<file path="config.mk">
export PLATFORM = sky130hd
export DESIGN_NAME = keyed_count_table_core_flat
export DESIGN_NICKNAME = d
export VERILOG_FILES = /design/src/hw/rtl/kct_pkg.sv /design/src/hw/rtl/kct_req_if.sv /design/src/hw/rtl/kct_rsp_if.sv /design/src/hw/rtl/keyed_count_table_core.sv /design/src/flat_wrapper.sv
export VERILOG_INCLUDE_DIRS = /design/src /design/src/hw/rtl
export SDC_FILE = /design/constraint.sdc
export NUM_CORES = 2
export LEC_CHECK = 0
export BUFFER_PORTS_ARGS = -buffer_cell sky130_fd_sc_hd__clkbuf_2
export CAP_MARGIN = 20
export CORE_MARGIN = 3
export CORE_UTILIZATION = 40
export DETAILED_ROUTE_END_ITERATION = 10
export PLACE_DENSITY_LB_ADDON = 0.15
export SETUP_SLACK_MARGIN = 0.05
export SYNTH_ARGS = -nofsm -noshare
export SYNTH_HDL_FRONTEND = slang
export SYNTH_SLANG_ARGS = --single-unit
</file>
<file path="constraint.sdc">
create_clock -name clk -period 6.5 [get_ports clk]
set_clock_uncertainty 0.05 [all_clocks]
set_input_delay 0.325 -clock clk [delete_from_list [all_inputs] [get_ports clk]]
set_output_delay 0.325 -clock clk [all_outputs]
set_load 0.005 [all_outputs]
</file>
<file path="src/hw/rtl/keyed_count_table_core_assert.svh">
// Assertion macros shared by the table core. Each one checks a property on the
// rising clock edge and is switched off while reset is asserted.
`ifndef KEYED_COUNT_TABLE_CORE_ASSERT_SVH
`define KEYED_COUNT_TABLE_CORE_ASSERT_SVH

// The consequent must hold in the same cycle as the antecedent.
`define KCT_ASSERT_NOW(label, ante, cons, msg) \
    label: assert property (@(posedge clk) disable iff (!rst_n) (ante) |-> (cons)) \
        else $error(msg);

// The consequent must hold in the cycle after the antecedent.
`define KCT_ASSERT_NEXT(label, ante, cons, msg) \
    label: assert property (@(posedge clk) disable iff (!rst_n) (ante) |=> (cons)) \
        else $error(msg);

`endif

</file>
<file path="src/hw/rtl/kct_pkg.sv">
package kct_pkg;

    typedef enum logic [1:0] {
        ACT_INSERT = 2'd0,
        ACT_SEARCH = 2'd1,
        ACT_UPDATE = 2'd2,
        ACT_LIST   = 2'd3
    } action_t;

    typedef enum logic [2:0] {
        ST_OK        = 3'd0,
        ST_NOT_FOUND = 3'd1,
        ST_DUPLICATE = 3'd2,
        ST_FULL      = 3'd3,
        ST_EMPTY     = 3'd4
    } status_t;

    typedef enum logic [2:0] {
        S_IDLE,
        S_START,
        S_READ,
        S_CMP,
        S_FOUND,
        S_LFETCH,
        S_LDATA,
        S_EMIT
    } kct_state_t;

    typedef struct packed {
        action_t            action;
        logic signed [31:0] part_key;
        logic signed [31:0] amount;
    } in_item_t;

    typedef struct packed {
        status_t            status;
        logic signed [31:0] out_key;
        logic signed [31:0] out_count;
        logic               last;
    } out_item_t;

    localparam logic signed [31:0] COUNT_MAX = 32'sh7FFF_FFFF;
    localparam logic signed [31:0] COUNT_MIN = 32'sh8000_0000;

endpackage

</file>
<file path="src/hw/rtl/kct_req_if.sv">
interface kct_req_if;
    import kct_pkg::*;

    logic     valid;
    logic     ready;
    in_item_t data;

    modport source (output valid, output data, input ready);
    modport sink (input valid, input data, output ready);
endinterface

</file>
<file path="src/hw/rtl/kct_rsp_if.sv">
interface kct_rsp_if;
    import kct_pkg::*;

    logic      valid;
    logic      ready;
    out_item_t data;

    modport source (output valid, output data, input ready);
    modport sink (input valid, input data, output ready);
endinterface

</file>
<file path="src/hw/rtl/keyed_count_table_core.sv">
// Keyed count table with insert, search, saturating update and sorted listing.
// One request is taken at a time; ready is high only while the sequencer is idle,
// and a finished result waits in an output register while the next request is
// taken. Keys and counts sit in a single-read-port memory that is scanned one
// entry at a time (address in S_READ, then registered compare in S_CMP). Insert,
// search and update scan until a match or the end of the table. List runs one
// full minimum scan per emitted entry, and an empty table answers without a
// scan. No clearing pass follows reset.
module keyed_count_table_core #(
    parameter int CAPACITY = 64
) (
    input logic       clk,
    input logic       rst_n,
    kct_req_if.sink   req,
    kct_rsp_if.source rsp
);
    import kct_pkg::*;

    localparam int AW = $clog2(CAPACITY);
    localparam int CW = $clog2(CAPACITY + 1);

    logic signed [31:0] key_mem   [CAPACITY];
    logic signed [31:0] count_mem [CAPACITY];
    logic signed [31:0] key_rd_reg;
    logic signed [31:0] count_rd_reg;

    kct_state_t         state_reg, state_next;
    in_item_t           cmd_reg, cmd_next;
    logic [CW-1:0]      count_reg, count_next;
    logic [CW-1:0]      emit_cnt_reg, emit_cnt_next;
    logic [AW-1:0]      idx_reg, idx_next;
    logic [AW-1:0]      best_idx_reg, best_idx_next;
    logic signed [31:0] best_key_reg, best_key_next;
    logic signed [31:0] prev_key_reg, prev_key_next;
    logic               have_best_reg, have_best_next;
    logic               have_prev_reg, have_prev_next;
    out_item_t          res_reg, res_next;
    logic               out_valid_reg, out_valid_next;
    out_item_t          out_data_reg, out_data_next;

    logic               key_we;
    logic               cnt_we;
    logic [AW-1:0]      wr_addr;
    logic signed [31:0] wr_key;
    logic signed [31:0] wr_count;

    logic               key_hit;
    logic               scan_end;
    logic               cand;
    logic               count_full;
    logic               out_free;
    logic               list_more;
    logic               do_miss;
    logic [32:0]        sum_wide;
    logic signed [31:0] sum_sat;

    assign key_hit    = key_rd_reg == cmd_reg.part_key;
    assign scan_end   = (CW'(idx_reg) + CW'(1)) == count_reg;
    assign cand       = (!have_prev_reg || key_rd_reg > prev_key_reg)
                        && (!have_best_reg || key_rd_reg < best_key_reg);
    assign count_full = count_reg == CW'(CAPACITY);
    assign out_free   = !out_valid_reg || rsp.ready;
    assign list_more  = (cmd_reg.action == ACT_LIST) && !res_reg.last;

    assign sum_wide = {count_rd_reg[31], count_rd_reg} + {cmd_reg.amount[31], cmd_reg.amount};
    assign sum_sat  = (sum_wide[32] != sum_wide[31])
                      ? (sum_wide[32] ? COUNT_MIN : COUNT_MAX)
                      : sum_wide[31:0];

    assign do_miss = (cmd_reg.action != ACT_LIST)
                     && (((state_reg == S_START) && (count_reg == '0)
                          && !((cmd_reg.action == ACT_INSERT) && count_full))
                         || ((state_reg == S_CMP) && !key_hit && scan_end));

    assign req.ready = state_reg == S_IDLE;
    assign rsp.valid = out_valid_reg;
    assign rsp.data  = out_data_reg;

    always_comb
    begin
        state_next = state_reg;
        case (state_reg)
            S_IDLE:
            begin
                if (req.valid)
                begin
                    state_next = S_START;
                end
            end
            S_START:
            begin
                if (cmd_reg.action == ACT_LIST)
                begin
                    state_next = (count_reg == '0) ? S_EMIT : S_READ;
                end
                else if ((cmd_reg.action == ACT_INSERT) && count_full)
                begin
                    state_next = S_EMIT;
                end
                else
                begin
                    state_next = (count_reg == '0) ? S_EMIT : S_READ;
                end
            end
            S_READ:
            begin
                state_next = S_CMP;
            end
            S_CMP:
            begin
                if (cmd_reg.action == ACT_LIST)
                begin
                    state_next = scan_end ? S_LFETCH : S_READ;
                end
                else if (key_hit)
                begin
                    state_next = S_FOUND;
                end
                else
                begin
                    state_next = scan_end ? S_EMIT : S_READ;
                end
            end
            S_FOUND:
            begin
                state_next = S_EMIT;
            end
            S_LFETCH:
            begin
                state_next = S_LDATA;
            end
            S_LDATA:
            begin
                state_next = S_EMIT;
            end
            S_EMIT:
            begin
                if (out_free)
                begin
                    state_next = list_more ? S_READ : S_IDLE;
                end
            end
            default:
            begin
                state_next = S_IDLE;
            end
        endcase
    end

    always_comb
    begin
        cmd_next       = cmd_reg;
        count_next     = count_reg;
        emit_cnt_next  = emit_cnt_reg;
        idx_next       = idx_reg;
        best_idx_next  = best_idx_reg;
        best_key_next  = best_key_reg;
        prev_key_next  = prev_key_reg;
        have_best_next = have_best_reg;
        have_prev_next = have_prev_reg;
        res_next       = res_reg;
        out_data_next  = out_data_reg;
        out_valid_next = out_valid_reg && !rsp.ready;
        key_we         = 1'b0;
        cnt_we         = 1'b0;
        wr_addr        = idx_reg;
        wr_key         = cmd_reg.part_key;
        wr_count       = sum_sat;

        if (do_miss)
        begin
            if (cmd_reg.action == ACT_INSERT)
            begin
                key_we     = 1'b1;
                cnt_we     = 1'b1;
                wr_addr    = count_reg[AW-1:0];
                wr_count   = cmd_reg.amount;
                count_next = count_reg + CW'(1);
                res_next   = '{ST_OK, cmd_reg.part_key, cmd_reg.amount, 1'b1};
            end
            else
            begin
                res_next = '{ST_NOT_FOUND, cmd_reg.part_key, 32'sd0, 1'b1};
            end
        end

        case (state_reg)
            S_IDLE:
            begin
                if (req.valid)
                begin
                    cmd_next       = req.data;
                    emit_cnt_next  = '0;
                    idx_next       = '0;
                    have_best_next = 1'b0;
                    have_prev_next = 1'b0;
                end
            end
            S_START:
            begin
                if ((cmd_reg.action == ACT_LIST) && (count_reg == '0))
                begin
                    res_next = '{ST_EMPTY, 32'sd0, 32'sd0, 1'b1};
                end
                else if ((cmd_reg.action == ACT_INSERT) && count_full)
                begin
                    res_next = '{ST_FULL, cmd_reg.part_key, 32'sd0, 1'b1};
                end
            end
            S_CMP:
            begin
                if (cmd_reg.action == ACT_LIST)
                begin
                    if (cand)
                    begin
                        best_key_next  = key_rd_reg;
                        best_idx_next  = idx_reg;
                        have_best_next = 1'b1;
                    end
                    if (scan_end)
                    begin
                        idx_next = cand ? idx_reg : best_idx_reg;
                    end
                    else
                    begin
                        idx_next = idx_reg + AW'(1);
                    end
                end
                else if (!key_hit && !scan_end)
                begin
                    idx_next = idx_reg + AW'(1);
                end
            end
            S_FOUND:
            begin
                case (cmd_reg.action)
                    ACT_INSERT:
                    begin
                        res_next = '{ST_DUPLICATE, cmd_reg.part_key, count_rd_reg, 1'b1};
                    end
                    ACT_UPDATE:
                    begin
                        cnt_we   = 1'b1;
                        res_next = '{ST_OK, cmd_reg.part_key, sum_sat, 1'b1};
                    end
                    default:
                    begin
                        res_next = '{ST_OK, cmd_reg.part_key, count_rd_reg, 1'b1};
                    end
                endcase
            end
            S_LDATA:
            begin
                res_next = '{ST_OK, key_rd_reg, count_rd_reg,
                             (emit_cnt_reg + CW'(1)) == count_reg};
            end
            S_EMIT:
            begin
                if (out_free)
                begin
                    out_valid_next = 1'b1;
                    out_data_next  = res_reg;
                    if (list_more)
                    begin
                        prev_key_next  = res_reg.out_key;
                        have_prev_next = 1'b1;
                        have_best_next = 1'b0;
                        emit_cnt_next  = emit_cnt_reg + CW'(1);
                        idx_next       = '0;
                    end
                end
            end
            default:
            begin
            end
        endcase
    end

    always_ff @(posedge clk or negedge rst_n)
    begin
        if (!rst_n)
        begin
            state_reg     <= S_IDLE;
            count_reg     <= '0;
            emit_cnt_reg  <= '0;
            idx_reg       <= '0;
            have_best_reg <= 1'b0;
            have_prev_reg <= 1'b0;
            out_valid_reg <= 1'b0;
        end
        else
        begin
            state_reg     <= state_next;
            count_reg     <= count_next;
            emit_cnt_reg  <= emit_cnt_next;
            idx_reg       <= idx_next;
            have_best_reg <= have_best_next;
            have_prev_reg <= have_prev_next;
            out_valid_reg <= out_valid_next;
        end
    end

    always_ff @(posedge clk)
    begin
        cmd_reg      <= cmd_next;
        best_idx_reg <= best_idx_next;
        best_key_reg <= best_key_next;
        prev_key_reg <= prev_key_next;
        res_reg      <= res_next;
        out_data_reg <= out_data_next;
    end

    always_ff @(posedge clk)
    begin
        if (key_we)
        begin
            key_mem[wr_addr] <= wr_key;
        end
        if (cnt_we)
        begin
            count_mem[wr_addr] <= wr_count;
        end
        key_rd_reg   <= key_mem[idx_reg];
        count_rd_reg <= count_mem[idx_reg];
    end

`include "keyed_count_table_core_assert.svh"

    `KCT_ASSERT_NOW(a_count_bound, 1'b1, count_reg <= CW'(CAPACITY), "entry count above capacity")
    `KCT_ASSERT_NEXT(a_accept_start, req.valid && req.ready, state_reg == S_START, "request not started")
    `KCT_ASSERT_NOW(a_full_status, rsp.valid && rsp.data.status == ST_FULL, count_full, "full reported early")

endmodule

</file>
<file path="src/flat_wrapper.sv">
// flat-port wrapper written by rule: the top's interface ports become plain ports
module keyed_count_table_core_flat import kct_pkg::*;
#(
    parameter int CAPACITY = 64
)
  (clk, rst_n, req_valid, req_data, req_ready, rsp_valid, rsp_data, rsp_ready);
  kct_req_if req_i ();
  kct_rsp_if rsp_i ();
  input logic clk;
  input logic rst_n;
  input wire logic [$bits(req_i.valid)-1:0] req_valid;
  input wire logic [$bits(req_i.data)-1:0] req_data;
  output wire logic [$bits(req_i.ready)-1:0] req_ready;
  output wire logic [$bits(rsp_i.valid)-1:0] rsp_valid;
  output wire logic [$bits(rsp_i.data)-1:0] rsp_data;
  input wire logic [$bits(rsp_i.ready)-1:0] rsp_ready;
  assign req_i.valid = req_valid;
  assign req_i.data = req_data;
  assign req_ready = req_i.ready;
  assign rsp_valid = rsp_i.valid;
  assign rsp_data = rsp_i.data;
  assign rsp_i.ready = rsp_ready;
  keyed_count_table_core #(.CAPACITY(CAPACITY)) u_core (.clk(clk), .rst_n(rst_n), .req(req_i), .rsp(rsp_i));
endmodule
</file>
# --- Word level (Yosys, flattened, before mapping) ---
# Memory sizes are Yosys's and may differ from the RTL's. A register that Yosys moved wholly into a read port is not among the register bits.
# Cells that the tools add are included.
totals:
  reg_bits: 298
  ram_bits: 4096
  inputBits: 70
  out_inout_bits: 70
  memories: 2
classes:
  addsub: 5
  n_lt_le_gt_ge: 2
  eq_ne: 21
  muxes: 54
  n_reduce_logical: 39
memory_table:
  columns: ["name", "depth", "word_bits", "read_ports", "rd_ports_with_merged_regs", "write_ports", "line_no", "text"]
  rows:
  - ["u_core.count_mem", 64, 32, 1, 1, 1, "keyed_count_table_core.sv:23", "logic signed [31:0] count_mem [CAPACITY];"]
  - ["u_core.key_mem", 64, 32, 1, 1, 1, "keyed_count_table_core.sv:22", "logic signed [31:0] key_mem [CAPACITY];"]
ops:
  columns: ["op", "n"]
  rows:
  - ["$mux W68", 3]
  - ["$pmux W68 S3", 1]
  - ["$pmux W67 S2", 1]
  - ["$mux W32", 4]
  - ["$mux W66", 1]
  - ["$mux W6", 9]
  - ["$add A32 B32 Y33", 1]
  - ["$eq A32 B32 Y1", 1]
  - ["$gt A32 B32 Y1", 1]
  - ["$lt A32 B32 Y1", 1]
  - ["$mux W3", 9]
  - ["$mux W7", 3]
  - ["$pmux W3 S7", 1]
  - ["$pmux W6 S3", 1]
  - ["$mux W1", 17]
  - ["$add A7 B1 Y7 const B", 2]
  - ["$eq A7 B7 Y1", 2]
  - ["$pmux W7 S2", 1]
  - ["$eq A3 B3 Y1 const B", 4]
  - ["$logic_and A1 B1 Y1", 11]
  - ["$reduce_and A2 Y1", 5]
  - ["$logic_not A1 Y1", 8]
  - ["$ne A2 B1 Y1 const B", 4]
  - ["$add A6 B1 Y7 const B", 1]
  - ["22 further kinds", 29]

# --- Depth between registers and ports, before layout ---
depth:
  depth_word: 11
  depth_mapped: 14
  depth_no_buf: 12

# --- Worst setup path before layout ---
# No wires, ideal clock.
synth_timing:
  path_type: "register to register"
  from: "register u_core.cmd_reg, in the netlist u_core.wr_key[8]"
  to: "memory u_core.count_mem[0][11] (data pin)"
  setup_ps: 702
  t_arrival_ps: 5430
  t_required_ps: 5748
  slack_ps: 318
  path_stages_with_launch: 12
  path_buffers: 4
  synth_period_minus_slack_ps: 6182
  cell_sequence: "edfxtp_1 xor2_1 nor4_1 nand4_1 o31ai_1 o21ai_2 and2_1 buf_4 buf_6 buf_2 buf_2 o21ai_0"
synth_via:
  elab_chain_cells: 7
synth_lines:
  columns: ["element", "line_no", "text"]
  rows:
  - ["start: declaration", "keyed_count_table_core.sv:28", "in_item_t cmd_reg, cmd_next;"]
  - ["start signal: assignment", "keyed_count_table_core.sv:305", "cmd_reg <= cmd_next;"]
  - ["$eq A32 B32 Y1", "keyed_count_table_core.sv:57", "assign key_hit = key_rd_reg == cmd_reg.part_key;"]
  - ["$logic_not A1 Y1", "keyed_count_table_core.sv:73", "|| ((state_reg == S_CMP) && !key_hit && scan_end));"]
  - ["$logic_and A1 B1 Y1 (2 in a row)", "keyed_count_table_core.sv:73", null]
  - ["$logic_or A1 B1 Y1", "keyed_count_table_core.sv:73", null]
  - ["$logic_and A1 B1 Y1", "keyed_count_table_core.sv:71", "&& (((state_reg == S_START) && (count_reg == '0)"]
  - ["$mux W32", "keyed_count_table_core.sv:170", "if (do_miss)"]
  - ["named net u_core.wr_count[11]", "keyed_count_table_core.sv:45", "logic signed [31:0] wr_count;"]
  - ["end: declaration", "keyed_count_table_core.sv:23", null]
# The timed path passes the listed nets, and every way through them passes these cells.

# --- Worst setup path in the final report ---
layout_timing:
  from: "register u_core.count_rd_reg[1] (read register of u_core.count_mem)"
  to: "memory u_core.count_mem[34][12] (data pin)"
layout_via:
  elab_chain_cells: 5
layout_lines:
  columns: ["element", "line_no", "text"]
  rows:
  - ["start: declaration", "keyed_count_table_core.sv:25", "logic signed [31:0] count_rd_reg;"]
  - ["$add A32 B32 Y33 (*)", "keyed_count_table_core.sv:65", "assign sum_wide = {count_rd_reg[31], count_rd_reg} + {cmd_reg.amount[31], cmd_reg.amount};"]
  - ["$mux W32 / $ne A1 B1 Y1 (equally long branches)", "keyed_count_table_core.sv:67, keyed_count_table_core.sv:66", null]
  - ["$mux W32 (*)", "keyed_count_table_core.sv:67", "? (sum_wide[32] ? COUNT_MIN : COUNT_MAX)"]
  - ["$mux W32", "keyed_count_table_core.sv:172", "if (cmd_reg.action == ACT_INSERT)"]
  - ["$mux W32 (*)", "keyed_count_table_core.sv:170", null]
  - ["named net u_core.wr_count[12]", "keyed_count_table_core.sv:45", null]
# The timed path passes the listed nets; every way through them passes the cells marked *.

==> run_results.csv <==
group,metric,value,unit
route,vias,80500,
route,first_iter_violations,8080,
clock_network,cts_sinks,4458,
setup_path,crit_chain,"inv_1 -> fa_1 -> nand2b_1 -> a21oi_1 -> o211ai_1 -> a21o_1 -> o211ai_1 -> nand2_1 -> buf_4 -> maj3_1 -> o21ai_4 -> buf_4",
clock_network,clk_pin_slew,0.06,ns
run,max-cap-violations,0,
sta,worst_slack,0.988,ns
setup_path,cpMaxStageDelayCell,"o21ai_4",
setup_path,cp-end-kind,"flop",
global_routing,antenna_found_initial,15,
worst_hold_path,hp-class,"in2reg",
run_status,status,"finished clean",
floorplan,die_h,661,microns
clock_network,h-tree-depth,5,
power_and_ir_drop,p_per_area,483,nW/um^2
logic_synthesis,syn-instance-count,7336,
sta,slew_headroom,24.4,%
logic_synthesis,yosysWarnings,0,
sta,timing.final.crit_share,84.8,%
clock_network,insertion_delay,0.97,ns
clock_network,clock_tree.root_cell,"clkbuf_16",
route,ant_nets,0,
global_routing,grt_pass1_wl,657000,microns
clock_network,numCtsBuffers,440,
clock_network,cts-resized-gates,0,
setup_path,crit_type,"reg2reg",
sta,whs,0.0794,ns
logic_synthesis,synth_area_per_cell,23.4,sq um
place,portBuffers,139,
layout,finalNetCount,8120,
place,gp_congestion,0.872,
layout,post-route-util,46.3,%
layout,final_common_cell,"edfxtp_1",
global_routing,globalRouteOverflowTotal,0,
route,drt_first_pass_iters,8,
layout,top_regs,"u_core.count_mem: 2048 flops, u_core.key_mem: 2048 flops",
layout,design_area,197000,sq um
floorplan,die-width,661,microns
logic_synthesis,ys_seq_elements,4458,
floorplan,initial_core_util,40.3,%
route,wl_per_cell,33.5,microns
sta,setup_viol,0,
layout,most-common-layout-cells,"edfxtp_1 (4300), mux4_2 (1344), clkbuf_16 (446)",
layout,drive_above_1_share,31.2,%
power_and_ir_drop,power_leakage,60.8,nW
route,finalWirelength,469000,microns
logic_synthesis,ys.flop_type,"edfxtp_1",
floorplan,design.core.area,426000,sq um
route,drc_errors,0,
clock_network,ctsHoldBuffers,111,
setup_path,cpPeakStageDelay,0.74,ns
place,dp_hpwl,267000,microns
layout,area.growth.synth_to_final,14.9,%
floorplan,rows,239,
worst_hold_path,whs_path_depth,2,
logic_synthesis,seq_area_frac_synth,77.2,%
global_routing,grt_max_degree,125,
sta,rsz0062_at_grt,"false",
setup_path,start_kind,"flop",
logic_synthesis,synth_nets,7506,
global_routing,grt.total_usage,21.4,%
sta,fmax,181,MHz
setup_path,reg2regPathDepth,12,
logic_synthesis,netlist_area,172000,sq um
sta,fin_crit,5.51,ns
sta,tns,0,ns
place,post-place-ws,0.908,ns
place,place_area,182000,sq um
setup_path,worstPathArrival,6.20,ns
floorplan,pin_count,140,
power_and_ir_drop,peakVddDrop,0.598,mV
layout,fill_cells,34900,
sta,hold_viol,0,
setup_path,crit_fanout,33,
sta,tightest_slew,1.13,ns
global_routing,grt_pass1_vias,83000,
setup_path,cp.required,7.19,ns
floorplan,die_area,437000,sq um
logic_synthesis,synth.distinct_cells,71,
logic_synthesis,async_reset_ff_share,0.583,%
logic_synthesis,synth_edf_count,4300,
sta,slew_violations,0,
clock_network,post_cts.repair.setup_buffers,0,
clock_network,cts_tree,"yes",
clock_network,clk_path_buf_depth,4,
route,viasPerCell,5.75,
[worst paths after layout]
check	start	endpoint	slack [ns]
worst max-delay path	u_core.count_rd_reg[1]$_DFF_P_	u_core.count_mem[34][12]$_DFFE_PP_	0.99
worst min-delay path	req_data[15]	u_core.cmd_reg[15]$_DFFE_PP_	0.08
worst max register to register	u_core.count_rd_reg[1]$_DFF_P_	u_core.count_mem[34][12]$_DFFE_PP_	0.99
worst min register to register	u_core.res_reg[22]$_DFF_P_	u_core.rsp.data[22]$_DFFE_PP_	0.38
max in group asynchronous	rst_n	u_core.idx_reg[0]$_DFFE_PN0P_	5.85
min in group asynchronous	rst_n	u_core.rsp.valid$_DFF_PN0_	0.34
[area by class of cell]
type                    count  area, sq um  area share, %
well taps                5663         7090           3.60
flip-flops and latches   4458       132000           67.2
multi-input cells        2383        38600           19.6
clock buffers             568        11800           5.98
repair buffers            547         4450           2.26
inverters                 120          459          0.233
clock inverters           245         2210           1.12
diodes                     29         72.6         0.0368
[cell families (layout without fill, tap and decap cells)]
group                    after synthesis  in the layout  synth area share, %
flip-flops                          4458           4458                 77.2
multiplexers                        1351           1351                 17.7
buffers and inverters                495           1480                 1.11
AND/OR/NAND/NOR                      477            477                 1.26
AO/OA/AOI/OAI                        356            356                 1.48
adder cells (fa/ha/maj)              115            115                0.821
XOR/XNOR                              84             84                0.429
other                                  0             29                    0
[worst max-delay path, delay by kind of cell (launching register included)]
kind                     cells  cell delay (ns)
flip-flops                   1             0.60
AND/OR/NAND/NOR              2             0.59
buffers and inverters        3             0.94
AO/OA/AOI/OAI                5             2.12
adder cells (fa/ha/maj)      2             0.89
[Yosys cell counts, types with 26 or more instances]
cell         n  share of area (%)
xor2_1      55               0.28
mux4_2    1344                 18
dfxtp_1    132                1.5
o21ai_0     78               0.23
nor2_1     181               0.40
clkbuf_1   272               0.60
a21o_1      27               0.12
inv_1      118               0.26
a222oi_1    39               0.23
edfxtp_1  4300                 75
nand3_1     28              0.082
nand2_1    150               0.33
a21oi_1     65               0.19
dfrtp_1     26               0.38
xnor2_1     29               0.15
buf_1       79               0.17
ha_1        99               0.72
[per-layer routing]
metal / GRT usage (%) / vias up / routed length (microns)
met3: 2.13 / 591 / 19900
met5: 0 / - / 0
met2: 37.8 / 2252 / 247000
met4: 5.12 / 0 / 11400
li1: - / 32700 / -
met1: 28.5 / 45000 / 190000
[where the power goes]
group | total, mW | switching (mW) | internal, mW
clock | 24.9 | 10.7 | 14.2
combinational | 29.3 | 19.1 | 10.2
sequential | 40.8 | 0.945 | 39.9
[metrics by stage]
step	std cells	power, mW
after floorplan	7336	58.9
after global placement	13100	70.9
after detailed placement	13100	71.5
after CTS	14000	96.4
after global routing	14000	98.8
final	14000	95.1
No activity file was read; power rests on OpenSTA's default activity.
